==> src/rtl/aocc_pkg.sv <==
// ============================================================================
// aocc_pkg
// shared types and constants of the area overlap class counter
// ============================================================================
package aocc_pkg;

    localparam int CFG_IDX_W   = 3;
    localparam int CFG_DATA_W  = 64;
    localparam int CLASS_W     = 16;
    localparam int COORD_W     = 16;
    localparam int COUNT_W     = 16;
    localparam int OVERLAP_W   = 17;
    localparam int FILTER_W    = 4;
    localparam int SLOT_COUNT  = 8;
    localparam int KIND_W      = 2;
    localparam int OUT_IDX_W   = 3;
    localparam int QUEUE_DEPTH = 4;
    localparam int OUT_DEPTH   = 2;

    localparam logic [CFG_IDX_W-1:0] CFG_AREA_LEFT    = 3'd0;
    localparam logic [CFG_IDX_W-1:0] CFG_AREA_TOP     = 3'd1;
    localparam logic [CFG_IDX_W-1:0] CFG_AREA_RIGHT   = 3'd2;
    localparam logic [CFG_IDX_W-1:0] CFG_AREA_BOTTOM  = 3'd3;
    localparam logic [CFG_IDX_W-1:0] CFG_MIN_OVERLAP  = 3'd4;
    localparam logic [CFG_IDX_W-1:0] CFG_FILTER_COUNT = 3'd5;
    localparam logic [CFG_IDX_W-1:0] CFG_SLOTS_LOW    = 3'd6;
    localparam logic [CFG_IDX_W-1:0] CFG_SLOTS_HIGH   = 3'd7;

    localparam logic REQ_DETECT = 1'b0;
    localparam logic REQ_EOF    = 1'b1;

    localparam logic [KIND_W-1:0] KIND_VERDICT = 2'd0;
    localparam logic [KIND_W-1:0] KIND_COUNT   = 2'd1;
    localparam logic [KIND_W-1:0] KIND_EMPTY   = 2'd2;

    localparam logic [COUNT_W-1:0]  COUNT_MAX    = 16'hFFFF;
    localparam logic [FILTER_W-1:0] FILTER_LIMIT = 4'd8;
    localparam logic [COORD_W-1:0]  COORD_MAX    = 16'hFFFF;

    typedef struct packed {
        logic               eof;
        logic               hit;
        logic [CLASS_W-1:0] cls;
    } t_op;

    typedef struct packed {
        logic [KIND_W-1:0]    kind;
        logic                 kept;
        logic [CLASS_W-1:0]   cls;
        logic [COUNT_W-1:0]   count;
        logic [OUT_IDX_W-1:0] idx;
        logic                 last;
    } t_result;

endpackage

==> src/rtl/area_overlap_class_counter.sv <==
// ============================================================================
// area_overlap_class_counter
// counts detections per class whose box overlaps a counting area enough
// ============================================================================
//
//  channel   direction  handshake           words
//  request   in         push / full         detection or end of frame
//  result    out        empty / pop         verdict, count entry, empty frame
//  config    in         i_cfg_we            one register per write
//
//  a word passes the four front pipeline stages and is judged in the back;
//  the front and the back table each take one word per cycle unless stalled
//  an end of frame reads out one count entry per occupied table entry
//  full rises while the op queue is full and the last front stage holds a word
//  synchronous active-low reset empties both queues and the count table
//
module area_overlap_class_counter #(
    parameter int TABLE_ENTRIES = 8
) (
    input  logic                              i_clk,
    input  logic                              i_rst_n,
    input  logic                              i_cfg_we,
    input  logic [aocc_pkg::CFG_IDX_W-1:0]    i_cfg_index,
    input  logic [aocc_pkg::CFG_DATA_W-1:0]   i_cfg_data,
    input  logic                              push,
    output logic                              full,
    input  logic                              i_req_type,
    input  logic [aocc_pkg::CLASS_W-1:0]      i_class_id,
    input  logic [aocc_pkg::COORD_W-1:0]      i_box_left,
    input  logic [aocc_pkg::COORD_W-1:0]      i_box_top,
    input  logic [aocc_pkg::COORD_W-1:0]      i_box_right,
    input  logic [aocc_pkg::COORD_W-1:0]      i_box_bottom,
    output logic                              empty,
    input  logic                              pop,
    output logic [aocc_pkg::KIND_W-1:0]       o_result_kind,
    output logic                              o_kept,
    output logic [aocc_pkg::CLASS_W-1:0]      o_out_class_id,
    output logic [aocc_pkg::COUNT_W-1:0]      o_class_count,
    output logic [aocc_pkg::OUT_IDX_W-1:0]    o_entry_index,
    output logic                              o_last
);
    import aocc_pkg::*;

    logic    op_valid;
    t_op     op_in;
    logic    op_full;
    t_op     op_out;
    logic    op_empty;
    logic    op_pop;
    logic    res_push;
    t_result res_in;
    logic    res_full;
    t_result res_out;

    aocc_front u_front (
        .i_clk        (i_clk),
        .i_rst_n      (i_rst_n),
        .i_cfg_we     (i_cfg_we),
        .i_cfg_index  (i_cfg_index),
        .i_cfg_data   (i_cfg_data),
        .i_push       (push),
        .o_full       (full),
        .i_req_type   (i_req_type),
        .i_class_id   (i_class_id),
        .i_box_left   (i_box_left),
        .i_box_top    (i_box_top),
        .i_box_right  (i_box_right),
        .i_box_bottom (i_box_bottom),
        .o_op_valid   (op_valid),
        .o_op         (op_in),
        .i_op_full    (op_full)
    );

    aocc_fifo #(
        .WIDTH ($bits(t_op)),
        .DEPTH (QUEUE_DEPTH)
    ) u_op_queue (
        .i_clk   (i_clk),
        .i_rst_n (i_rst_n),
        .i_push  (op_valid),
        .i_data  (op_in),
        .o_full  (op_full),
        .i_pop   (op_pop),
        .o_data  (op_out),
        .o_empty (op_empty)
    );

    aocc_back #(
        .TABLE_ENTRIES (TABLE_ENTRIES)
    ) u_back (
        .i_clk      (i_clk),
        .i_rst_n    (i_rst_n),
        .i_op_empty (op_empty),
        .i_op       (op_out),
        .o_op_pop   (op_pop),
        .i_res_full (res_full),
        .o_res_push (res_push),
        .o_res      (res_in)
    );

    aocc_fifo #(
        .WIDTH ($bits(t_result)),
        .DEPTH (OUT_DEPTH)
    ) u_res_queue (
        .i_clk   (i_clk),
        .i_rst_n (i_rst_n),
        .i_push  (res_push),
        .i_data  (res_in),
        .o_full  (res_full),
        .i_pop   (pop),
        .o_data  (res_out),
        .o_empty (empty)
    );

    assign o_result_kind  = res_out.kind;
    assign o_kept         = res_out.kept;
    assign o_out_class_id = res_out.cls;
    assign o_class_count  = res_out.count;
    assign o_entry_index  = res_out.idx;
    assign o_last         = res_out.last;

endmodule

==> src/rtl/aocc_fifo.sv <==
// ============================================================================
// aocc_fifo
// small show-ahead word queue built from registers
// ============================================================================
module aocc_fifo #(
    parameter int WIDTH = 18,
    parameter int DEPTH = 4
) (
    input  logic             i_clk,
    input  logic             i_rst_n,
    input  logic             i_push,
    input  logic [WIDTH-1:0] i_data,
    output logic             o_full,
    input  logic             i_pop,
    output logic [WIDTH-1:0] o_data,
    output logic             o_empty
);
    localparam int AW = (DEPTH > 1) ? $clog2(DEPTH) : 1;
    localparam int CW = $clog2(DEPTH + 1);

    logic [WIDTH-1:0] r_mem [DEPTH];
    logic [AW-1:0]    r_wr_ptr;
    logic [AW-1:0]    r_rd_ptr;
    logic [CW-1:0]    r_count;
    logic             wr_en;
    logic             rd_en;

    assign o_full  = (r_count == CW'(DEPTH));
    assign o_empty = (r_count == '0);
    assign wr_en   = i_push && !o_full;
    assign rd_en   = i_pop && !o_empty;
    assign o_data  = r_mem[r_rd_ptr];

    always_ff @(posedge i_clk) begin
        if (!i_rst_n) begin
            r_wr_ptr <= '0;
            r_rd_ptr <= '0;
            r_count  <= '0;
        end else begin
            if (wr_en) begin
                r_wr_ptr <= (r_wr_ptr == AW'(DEPTH - 1)) ? '0 : r_wr_ptr + AW'(1);
            end
            if (rd_en) begin
                r_rd_ptr <= (r_rd_ptr == AW'(DEPTH - 1)) ? '0 : r_rd_ptr + AW'(1);
            end
            if (wr_en && !rd_en) begin
                r_count <= r_count + CW'(1);
            end else if (rd_en && !wr_en) begin
                r_count <= r_count - CW'(1);
            end
        end
    end

    always_ff @(posedge i_clk) begin
        if (wr_en) begin
            r_mem[r_wr_ptr] <= i_data;
        end
    end

endmodule

==> src/rtl/aocc_front.sv <==
// ============================================================================
// aocc_front
// configuration registers, class filter and overlap test pipeline
// ============================================================================
module aocc_front (
    input  logic                              i_clk,
    input  logic                              i_rst_n,
    input  logic                              i_cfg_we,
    input  logic [aocc_pkg::CFG_IDX_W-1:0]    i_cfg_index,
    input  logic [aocc_pkg::CFG_DATA_W-1:0]   i_cfg_data,
    input  logic                              i_push,
    output logic                              o_full,
    input  logic                              i_req_type,
    input  logic [aocc_pkg::CLASS_W-1:0]      i_class_id,
    input  logic [aocc_pkg::COORD_W-1:0]      i_box_left,
    input  logic [aocc_pkg::COORD_W-1:0]      i_box_top,
    input  logic [aocc_pkg::COORD_W-1:0]      i_box_right,
    input  logic [aocc_pkg::COORD_W-1:0]      i_box_bottom,
    output logic                              o_op_valid,
    output aocc_pkg::t_op                     o_op,
    input  logic                              i_op_full
);
    import aocc_pkg::*;

    localparam int AREA_W = 2 * COORD_W;
    localparam int PART_W = OVERLAP_W + COORD_W;
    localparam int CMP_W  = AREA_W + OVERLAP_W;

    logic [COORD_W-1:0]          r_area_left;
    logic [COORD_W-1:0]          r_area_top;
    logic [COORD_W-1:0]          r_area_right;
    logic [COORD_W-1:0]          r_area_bottom;
    logic [OVERLAP_W-1:0]        r_min_overlap;
    logic [FILTER_W-1:0]         r_filter_count;
    logic [CFG_DATA_W-1:0]       r_slots_low;
    logic [CFG_DATA_W-1:0]       r_slots_high;

    logic                        stall;
    logic [2*CFG_DATA_W-1:0]     slots;
    logic [FILTER_W-1:0]         filt;
    logic                        class_ok;
    logic                        box_ok;
    logic [COORD_W-1:0]          il, it, ir, ib;
    logic                        inter_ok;
    logic [CMP_W-1:0]            lhs;
    logic [CMP_W-1:0]            rhs;

    logic                        r_a_valid, r_b_valid, r_c_valid, r_d_valid;
    logic                        r_a_req, r_b_req, r_c_req;
    logic [CLASS_W-1:0]          r_a_cls, r_b_cls, r_c_cls;
    logic                        r_a_consider, r_b_consider, r_c_consider;
    logic [COORD_W-1:0]          r_a_w, r_a_h, r_a_iw, r_a_ih;
    logic [AREA_W-1:0]           r_b_box, r_b_inter, r_c_inter;
    logic [PART_W-1:0]           r_c_plo, r_c_phi;
    t_op                         r_d_op;

    assign stall      = r_d_valid && i_op_full;
    assign o_full     = stall;
    assign o_op_valid = r_d_valid;
    assign o_op       = r_d_op;

    // class filter
    always_comb begin
        slots    = {r_slots_high, r_slots_low};
        filt     = (r_filter_count > FILTER_LIMIT) ? FILTER_LIMIT : r_filter_count;
        class_ok = (filt == '0);
        for (int i = 0; i < SLOT_COUNT; i++) begin
            if ((FILTER_W'(i) < filt) && (slots[i*CLASS_W +: CLASS_W] == i_class_id)) begin
                class_ok = 1'b1;
            end
        end
    end

    // box and intersection extents
    always_comb begin
        box_ok   = (i_box_right > i_box_left) && (i_box_bottom > i_box_top);
        il       = (i_box_left > r_area_left) ? i_box_left : r_area_left;
        it       = (i_box_top > r_area_top) ? i_box_top : r_area_top;
        ir       = (i_box_right < r_area_right) ? i_box_right : r_area_right;
        ib       = (i_box_bottom < r_area_bottom) ? i_box_bottom : r_area_bottom;
        inter_ok = (il < ir) && (it < ib);
    end

    // cross-multiplied overlap compare
    assign lhs = {1'b0, r_c_inter, {COORD_W{1'b0}}};
    assign rhs = {r_c_phi, {COORD_W{1'b0}}} + CMP_W'(r_c_plo);

    always_ff @(posedge i_clk) begin
        if (!i_rst_n) begin
            r_area_left    <= '0;
            r_area_top     <= '0;
            r_area_right   <= COORD_MAX;
            r_area_bottom  <= COORD_MAX;
            r_min_overlap  <= '0;
            r_filter_count <= '0;
            r_slots_low    <= '0;
            r_slots_high   <= '0;
            r_a_valid      <= 1'b0;
            r_b_valid      <= 1'b0;
            r_c_valid      <= 1'b0;
            r_d_valid      <= 1'b0;
        end else begin
            if (i_cfg_we) begin
                case (i_cfg_index)
                    CFG_AREA_LEFT:    r_area_left    <= i_cfg_data[COORD_W-1:0];
                    CFG_AREA_TOP:     r_area_top     <= i_cfg_data[COORD_W-1:0];
                    CFG_AREA_RIGHT:   r_area_right   <= i_cfg_data[COORD_W-1:0];
                    CFG_AREA_BOTTOM:  r_area_bottom  <= i_cfg_data[COORD_W-1:0];
                    CFG_MIN_OVERLAP:  r_min_overlap  <= i_cfg_data[OVERLAP_W-1:0];
                    CFG_FILTER_COUNT: r_filter_count <= i_cfg_data[FILTER_W-1:0];
                    CFG_SLOTS_LOW:    r_slots_low    <= i_cfg_data;
                    CFG_SLOTS_HIGH:   r_slots_high   <= i_cfg_data;
                    default: begin
                    end
                endcase
            end
            if (!stall) begin
                r_a_valid <= i_push;
                r_b_valid <= r_a_valid;
                r_c_valid <= r_b_valid;
                r_d_valid <= r_c_valid;
            end
        end
    end

    always_ff @(posedge i_clk) begin
        if (!stall) begin
            r_a_req      <= i_req_type;
            r_a_cls      <= i_class_id;
            r_a_consider <= class_ok && box_ok;
            r_a_w        <= i_box_right - i_box_left;
            r_a_h        <= i_box_bottom - i_box_top;
            r_a_iw       <= inter_ok ? (ir - il) : '0;
            r_a_ih       <= inter_ok ? (ib - it) : '0;

            r_b_req      <= r_a_req;
            r_b_cls      <= r_a_cls;
            r_b_consider <= r_a_consider;
            r_b_box      <= AREA_W'(r_a_w) * AREA_W'(r_a_h);
            r_b_inter    <= AREA_W'(r_a_iw) * AREA_W'(r_a_ih);

            r_c_req      <= r_b_req;
            r_c_cls      <= r_b_cls;
            r_c_consider <= r_b_consider;
            r_c_inter    <= r_b_inter;
            r_c_plo      <= PART_W'(r_min_overlap) * PART_W'(r_b_box[COORD_W-1:0]);
            r_c_phi      <= PART_W'(r_min_overlap) * PART_W'(r_b_box[AREA_W-1:COORD_W]);

            r_d_op.eof   <= (r_c_req == REQ_EOF);
            r_d_op.hit   <= (r_c_req == REQ_DETECT) && r_c_consider && (lhs >= rhs);
            r_d_op.cls   <= r_c_cls;
        end
    end

endmodule

==> src/rtl/aocc_back.sv <==
// ============================================================================
// aocc_back
// count table update and end-of-frame readout
// ============================================================================
module aocc_back #(
    parameter int TABLE_ENTRIES = 8
) (
    input  logic              i_clk,
    input  logic              i_rst_n,
    input  logic              i_op_empty,
    input  aocc_pkg::t_op     i_op,
    output logic              o_op_pop,
    input  logic              i_res_full,
    output logic              o_res_push,
    output aocc_pkg::t_result o_res
);
    import aocc_pkg::*;

    localparam int IW = (TABLE_ENTRIES > 1) ? $clog2(TABLE_ENTRIES) : 1;
    localparam int UW = $clog2(TABLE_ENTRIES + 1);

    typedef enum logic {
        ST_RUN,
        ST_DRAIN
    } t_state;

    t_state              r_state;
    logic [CLASS_W-1:0]  r_class [TABLE_ENTRIES];
    logic [COUNT_W-1:0]  r_count [TABLE_ENTRIES];
    logic [UW-1:0]       r_used;
    logic [IW-1:0]       r_idx;

    logic [TABLE_ENTRIES-1:0] match;
    logic                found;
    logic [IW-1:0]       fidx;
    logic [IW-1:0]       ins_idx;
    logic                room;
    logic [COUNT_W-1:0]  cnt_cur;
    logic [COUNT_W-1:0]  cnt_inc;
    logic                do_op;
    logic                drain_last;

    always_comb begin
        fidx = '0;
        for (int i = TABLE_ENTRIES - 1; i >= 0; i--) begin
            match[i] = (UW'(i) < r_used) && (r_class[i] == i_op.cls);
            if (match[i]) begin
                fidx = IW'(i);
            end
        end
        found      = |match;
        room       = (r_used < UW'(TABLE_ENTRIES));
        ins_idx    = IW'(r_used);
        cnt_cur    = r_count[fidx];
        cnt_inc    = (cnt_cur == COUNT_MAX) ? cnt_cur : cnt_cur + COUNT_W'(1);
        do_op      = (r_state == ST_RUN) && !i_op_empty && !i_res_full;
        drain_last = ((UW'(r_idx) + UW'(1)) == r_used);
    end

    always_comb begin
        o_op_pop   = do_op;
        o_res_push = 1'b0;
        o_res      = '0;
        o_res.last = 1'b1;
        case (r_state)
            ST_RUN: begin
                if (i_op.eof) begin
                    o_res.kind = KIND_EMPTY;
                    o_res_push = do_op && (r_used == '0);
                end else begin
                    o_res.kind = KIND_VERDICT;
                    o_res.cls  = i_op.cls;
                    o_res_push = do_op;
                    if (i_op.hit && found) begin
                        o_res.kept  = 1'b1;
                        o_res.count = cnt_inc;
                        o_res.idx   = OUT_IDX_W'(fidx);
                    end else if (i_op.hit && room) begin
                        o_res.kept  = 1'b1;
                        o_res.count = COUNT_W'(1);
                        o_res.idx   = OUT_IDX_W'(ins_idx);
                    end
                end
            end
            ST_DRAIN: begin
                o_res.kind  = KIND_COUNT;
                o_res.cls   = r_class[r_idx];
                o_res.count = r_count[r_idx];
                o_res.idx   = OUT_IDX_W'(r_idx);
                o_res.last  = drain_last;
                o_res_push  = !i_res_full;
            end
            default: begin
            end
        endcase
    end

    always_ff @(posedge i_clk) begin
        if (!i_rst_n) begin
            r_state <= ST_RUN;
            r_used  <= '0;
            r_idx   <= '0;
        end else begin
            case (r_state)
                ST_RUN: begin
                    if (do_op) begin
                        if (i_op.eof) begin
                            if (r_used != '0) begin
                                r_state <= ST_DRAIN;
                                r_idx   <= '0;
                            end
                        end else if (i_op.hit && !found && room) begin
                            r_used <= r_used + UW'(1);
                        end
                    end
                end
                ST_DRAIN: begin
                    if (!i_res_full) begin
                        if (drain_last) begin
                            r_state <= ST_RUN;
                            r_used  <= '0;
                        end else begin
                            r_idx <= r_idx + IW'(1);
                        end
                    end
                end
                default: begin
                    r_state <= ST_RUN;
                end
            endcase
        end
    end

    // table payload
    always_ff @(posedge i_clk) begin
        if (do_op && !i_op.eof && i_op.hit) begin
            if (found) begin
                r_count[fidx] <= cnt_inc;
            end else if (room) begin
                r_class[ins_idx] <= i_op.cls;
                r_count[ins_idx] <= COUNT_W'(1);
            end
        end
    end

endmodule

==> config.mk <==
export PLATFORM = sky130hd
export DESIGN_NAME = area_overlap_class_counter
export DESIGN_NICKNAME = d
export VERILOG_FILES = /design/src/rtl/aocc_pkg.sv /design/src/rtl/area_overlap_class_counter.sv /design/src/rtl/aocc_fifo.sv /design/src/rtl/aocc_front.sv /design/src/rtl/aocc_back.sv
export SDC_FILE = /design/constraint.sdc
export NUM_CORES = 2
export LEC_CHECK = 0
export BUFFER_PORTS_ARGS = -buffer_cell sky130_fd_sc_hd__buf_2
export CORE_ASPECT_RATIO = 2
export CORE_MARGIN = 4
export CORE_UTILIZATION = 60
export DETAILED_ROUTE_END_ITERATION = 10
export PLACE_DENSITY = 0.84
export SYNTH_ARGS = -nofsm -noshare
export SYNTH_HDL_FRONTEND = slang
export SYNTH_SLANG_ARGS = --single-unit
==> constraint.sdc <==
create_clock -name i_clk -period 21.9 [get_ports i_clk]
set_clock_uncertainty 0.15 [all_clocks]
set_input_delay 3.285 -clock i_clk [delete_from_list [all_inputs] [get_ports i_clk]]
set_output_delay 3.285 -clock i_clk [all_outputs]
set_load 0.005 [all_outputs]
Word-level counts from Yosys, hierarchy flattened:

Memories as Yosys holds them, arrays and structs flattened. A register that Yosys moved wholly into a read port is not among the register bits.
Cells that the tools add are included.

* flip-flop bits (word level): 534
* memory bits (writable): 406
* bits of input ports: 153
* output and inout bits: 41
* word-level logic and storage cells: 284
* memories: 4

Memories
* u_back.r_class: words 8, bits a word 16, rd ports 9, clocked after memory_dff 1, write ports 1, line aocc_back.sv:28 `logic [CLASS_W-1:0] r_class [TABLE_ENTRIES];`
* u_back.r_count: words 8, bits a word 16, rd ports 2, clocked after memory_dff 1, write ports 1, line aocc_back.sv:29 `logic [COUNT_W-1:0] r_count [TABLE_ENTRIES];`
* u_res_queue.r_mem: words 2, bits a word 39, rd ports 1, clocked after memory_dff 1, write ports 1, line aocc_fifo.sv:21 `logic [WIDTH-1:0] r_mem [DEPTH];`
* u_op_queue.r_mem: words 4, bits a word 18, rd ports 1, clocked after memory_dff 1, write ports 1, line aocc_fifo.sv:21

* add/subtract/negate cells: 17
* multiply operators: 4
* order comparisons: 27
* eq/ne operators: 37
* multiplexer cells: 82
* bitwise gates (word level): 2
* reductions and logical operators: 69

Operators by type and width (number)
* $eq 16x16->1: 16
* $mux 16: 6
* $pmux 35 s2: 1
* $mul 17x16->33: 2
* $gt 16x16->1: 4
* $lt 16x16->1: 4
* $mul 16x16->32: 2
* $sub 16x16->16: 4
* $mux 3: 20
* $add 49x33->49: 1
* $ge 48x49->1: 1
* $logic_and 1x1->1: 39
* $mux 36: 1
* $mux 1: 34
* $lt 3x4->1 const A: 8
* $mux 4: 7
* $mux 19: 1
* $add 16x1->16 const B: 1
* $eq 16x16->1 const B: 1
* $lt 1x4->1 const A: 4
* $lt 2x4->1 const A: 4
* $reduce_and 2->1: 8
* $reduce_or 16->1: 1
* $eq 3x3->1 const B: 5
* 29 further kinds: 63

Depth between registers and ports, before layout:

An unclocked memory read counts as a cell.

* depth in word-level cells: 17
* mapped depth: 34
* depth with buffers taken out: 32

Hierarchy:

A second synthesis with hierarchy kept.

* cells, all modules: 7681
* area, all modules: 80437.1 um2

Modules (own cells, without submodules)
* aocc_front: times used 1, cells each 6265, area each 59513.3 um2, seq. area each 13292.7 um2
* aocc_back: times used 1, cells each 1125, area each 14762.9 um2, seq. area each 7907.6 um2
* aocc_fifo at u_op_queue: times used 1, cells each 145, area each 3119.2 um2, seq. area each 2342.2 um2
* aocc_fifo at u_res_queue: times used 1, cells each 146, area each 3041.7 um2, seq. area each 2442.3 um2

Worst setup path before layout:

Ideal clock, no wire load.

* path type: input to register
* from: in i_box_right[1] (netlist name)
* to: reg u_front.r_a_iw[15], data pin
* setup time: 0.160 ns
* arrival time: 8.973 ns
* required time: 21.590 ns
* setup slack: 12.617 ns
* cell stages on the path: 33
* buffers on the path: 3
* path through: ha_1 -> a21o_1 -> a21o_1 -> a21o_1 -> a21o_1 -> a21o_1 -> a21o_1 -> a21oi_1 -> nor2b_1 -> o21ai_0 -> a21oi_1 -> nor4_1 -> o41a_1 -> clkbuf_1 -> buf_1 -> mux2i_1 -> ha_1 -> fa_1 -> nor2b_1 -> o21ai_0 -> a21boi_0 -> o21ai_0 -> a21boi_0 -> o21ai_0 -> a21boi_0 -> o21ai_0 -> a21boi_0 -> o21a_1 -> nor2_1 -> o21ai_0 -> o211ai_1 -> clkbuf_1 -> nor3b_1

* word-level cells in the longest chain between the ends: 4
* elaborated cells on any way between the ends: 5
* classes of those cells: add/sub: 1; order compare: 2; mux: 1; reduce/logical: 1

Ends and longest elaborated chain
* start: declaration: line area_overlap_class_counter.sv:31 `input logic [aocc_pkg::COORD_W-1:0] i_box_right,`
* $lt 16x16->1: line aocc_front.sv:79 `ir = (i_box_right < r_area_right) ? i_box_right : r_area_right;`
* $mux 16 *: line aocc_front.sv:79
* $lt 16x16->1: line aocc_front.sv:81 `inter_ok = (il < ir) && (it < ib);`
* $logic_and 1x1->1: line aocc_front.sv:81
* end signal: assignment: line aocc_front.sv:133 `r_a_iw <= inter_ok ? (ir - il) : '0;`
* end: declaration: line aocc_front.sv:52 `logic [COORD_W-1:0] r_a_w, r_a_h, r_a_iw, r_a_ih;`

Every way passes the cells marked *; elsewhere a longest branch is shown, timed or not.
A chain may end at the register's enable or synchronous reset.

Worst setup path after layout:

* from: in i_box_bottom[1] (netlist name)
* to: reg u_front.r_a_ih[3], data pin

* word-level cells in the longest chain between the ends: 4
* elaborated cells on any way between the ends: 5
* classes of those cells: add/sub: 1; order compare: 2; mux: 1; reduce/logical: 1

Ends and longest elaborated chain
* start: declaration: line area_overlap_class_counter.sv:32 `input logic [aocc_pkg::COORD_W-1:0] i_box_bottom,`
* $lt 16x16->1: line aocc_front.sv:80 `ib = (i_box_bottom < r_area_bottom) ? i_box_bottom : r_area_bottom;`
* $mux 16 *: line aocc_front.sv:80
* $lt 16x16->1: line aocc_front.sv:81
* $logic_and 1x1->1: line aocc_front.sv:81
* end signal: assignment: line aocc_front.sv:134 `r_a_ih <= inter_ok ? (ib - it) : '0;`
* end: declaration: line aocc_front.sv:52

Marks and branches as above.

==> qor.yml <==
status:
  status: "complete, no violations"
critical_path:
  cp_slowest_stage_delay_ns: 0.84
  end_kind: "flip-flop"
  cp_max_fo: 20
  worstSetupStartpointType: "input port"
  r2r-end: "u_front.r_a_ih[3]"
  slowest_stage: "o211ai_1"
  r2r_slack_ns: 13.34
  reg2reg_depth: 33
  cp_data_arrival_time_ns: 10.63
  timing.rr.start: "u_front.r_area_right[1]"
  cp_top_family: "compound AO/OA/AOI/OAI gates"
  worstPathRequired_ns: 22.20
  path_buf_inv: 3
  critPathKind: "input port to flip-flop"
sta:
  period_needed_ns: 10.33
  holdWs_ns: 0.254
  finalSetupViolations: 0
  drv_slew: 0
  period_share_pct: 47.2
  tns_ns: 0
  rsz0062_at_grt: "no"
  tightest_slew_ns: 1.26
  timing.final.hold_violations: 0
  fmaxAchievable_mhz: 96.8
  relSlewSlack_pct: 15.6
logic_synthesis:
  netlist_area_um2: 80300
  postSynthCellCount: 7738
  synth-compound-area-share_pct: 7.29
  synth_top_area_share_pct: 26.3
  ys_seq_elements: 946
  synth.most_common_cell: "nand2_1"
  synth_top_family_by_area: "adder cells"
  synth_common_cells: "nand2_1 (1142), inv_1 (1079), fa_1 (810), edfxtp_1 (704), ha_1 (604)"
  syn_area_per_cell_um2: 10.4
  muxShareOfSynthArea_pct: 4.85
  yosysWarnings: 0
  netlist-cell-type-count: 93
  synth_top_cell_by_area: "edfxtp_1"
  synth_edf_count: 704
  synth_fa_ha_area_share_pct: 29.6
  ys_seq_area_share_pct: 32.4
  synth-simple-area-share_pct: 14.3
  synthFlopType: "edfxtp_1"
  synth-xor-area-share_pct: 4.79
  syn_nets: 9305
  synth_area_leaders: "edfxtp_1 (26%), fa_1 (20%), ha_1 (9.4%)"
  async_flop_share_pct: 0
place:
  dp.cells: 9392
  placedInstanceArea_um2: 82800
  portBuffers: 193
  dp_hpwl_mm: 187
  gp_congestion: 1.03
power:
  vdd_drop_max_uv: 837
  switchingPower_mw: 5.76
  switching_share_pct: 45.4
  powerDensity_nw_per_um2: 148
  clkPwrFrac_pct: 13.0
  power_frac_seq_pct: 23.9
  combPwrFrac_pct: 63.1
  leakage_nw: 37.6
  power.internal_mw: 6.91
routing:
  drc: 0
  wirelength_mm: 243
  vias: 58800
  via_per_inst: 6.14
  drtIter0Drc: 4554
  drtPass1Iterations: 6
  ant_nets: 0
  routedWlPerCell_um: 25.4
job:
  drv_cap: 0
cells_and_area:
  instances_no_fill: 9577
  area_growth_pct: 6.98
  multi_input_area_um2: 49000
  drive_gt1_share_pct: 8.76
  fillers: 10000
  regArea_um2: 26000
  fin_area_um2: 85900
  nNetsFinal: 9331
cts:
  cts_sinks: 946
  htree_levels: 3
  cts.reportedPaths.clkPinSlew_ns: 0.06
  cts_tree: "done"
  postCtsSetupRepairBufs: 0
  cts_resized: 0
  cts-root-buf: "clkbuf_16"
  insertion_delay_ns: 0.76
  cts_buffers: 88
  hold_buffers: 0
  clockBufferDepth: 3
global_routing:
  grt_pass1_wl_mm: 368
  antenna_found_initial: 25
  grt_max_degree: 179
  grtUsageTotal_pct: 35.0
  grt_overflow: 0
  grt_pass1_vias: 64500
floorplan:
  coreArea_um2: 133000
  start_util_pct: 60.5
  die_x_um: 267
  die_area_um2: 140000
  num_rows: 189
  pin_count: 194
  die_h_um: 525
worst_hold_path:
  hp-class: "flip-flop to flip-flop"
  hold_path_depth: 0
  min_to: "u_front.o_op[7]"
  holdCritStartpoint: "u_front.r_c_cls[7]"
-- kinds of logic (layout without fill, tap and decap cells) --
logic type / after synthesis / after routing
simple gates: 2386 / 2386
flops: 946 / 946
xor+xnor: 432 / 432
other cells: 0 / 19
mux: 272 / 272
buf+inv: 1414 / 1515
fa+ha+maj: 1414 / 1414
compound gates: 874 / 874
-- layer usage --
metal | GRT usage, % | vias to the layer above | routed length [um]
met5 | 0 | - | 113
met3 | 6.55 | 1437 | 15700
li1 | - | 25500 | -
met4 | 34.9 | 16 | 31100
met1 | 31.3 | 28900 | 68800
met2 | 63.5 | 2952 | 127000
-- how the worst max path moves through the flow --
| stage | startpoint | endpoint | slack (ns) | cells past startpoint |
|---|---|---|---|---|
| final | i_box_bottom[1] | u_front.r_a_ih[3] | 11.57 | 31 |
| after global routing | i_box_bottom[1] | u_front.r_a_ih[3] | 11.12 | 31 |
| after CTS | i_box_bottom[1] | u_front.r_a_ih[3] | 11.54 | 31 |
| after detailed placement | i_box_bottom[1] | u_front.r_a_ih[3] | 10.77 | 31 |
| after global placement | i_box_bottom[1] | u_front.r_a_ih[3] | 10.74 | 31 |
| after floorplan | i_box_right[1] | u_front.r_a_iw[15] | 12.62 | 33 |
-- metrics by stage --
stage	worst slack, ns	util [%]	total power [mW]
2_1_floorplan	12.62	-	8.81
3_3_place_gp	10.74	62.4	10.6
3_5_place_dp	10.77	62.4	10.9
4_1_cts	11.54	64.7	12.6
5_1_grt	11.12	64.7	13.7
6_report	11.57	64.7	12.7
-- power by group through the flow --
stage | Combinational, mW | Clock [mW] | Sequential, mW
after global routing | 8.96 | 1.73 | 3.04
final | 8.00 | 1.65 | 3.03
after CTS | 7.97 | 1.67 | 3.01
after floorplan | 6.05 | 0 | 2.76
after global placement | 7.61 | 0 | 3.03
after detailed placement | 7.89 | 0 | 3.04
-- layout make-up --
cell class | instances | share of cell area [%]
Multi-Input combinational cell | 5378 | 57.0
Sequential cell | 946 | 30.3
Inverter | 1079 | 4.72
Clock buffer | 123 | 2.97
Tap cell | 1719 | 2.50
Timing Repair Buffer | 271 | 1.85
Clock inverter | 42 | 0.600
Antenna cell | 19 | 0.0554
-- worst reg2reg max path: cells and delay by family (launching register included) --
family / cells / cell delay (ns)
multiplexers: 1 / 0.13
adder cells (fa/ha/maj): 3 / 1.05
flip-flops: 1 / 0.59
AND/OR/NAND/NOR: 5 / 0.77
buffers and inverters: 3 / 1.01
AO/OA/AOI/OAI: 21 / 4.68
-- sequential cells by signal, indices dropped and copies added, names as in the netlist, 33 cells and up, named ones only --
name                  flops
u_op_queue.r_mem         72
u_back.r_count          128
u_back.r_class          128
u_front.r_c_phi          33
u_front.r_slots_high     64
u_front.r_slots_low      64
u_res_queue.r_mem        78
u_front.r_c_plo          33
-- layout by cell type, fill, tap and decap left out, drive strengths merged, types with 31 or more instances in the layout --
cell,synthesis,final
a21o,71,71
nor2,219,219
clkbuf,291,123
o21ai,176,176
nand4,103,103
edfxtp,704,704
fa,810,810
inv,1079,1094
dfxtp,242,242
xor2,77,77
o21bai,31,31
xnor2,355,355
nand2,1142,1142
o211ai,44,44
a21boi,209,209
and2,517,517
nor4,36,36
and3,33,33
nor3,92,92
mux2i,76,76
mux2,114,114
a21oi,177,177
nor2b,65,65
buf,44,271
ha,604,604
nand3,45,45
mux4,82,82
nand2b,55,55
Power figures use the tool's default switching activity.
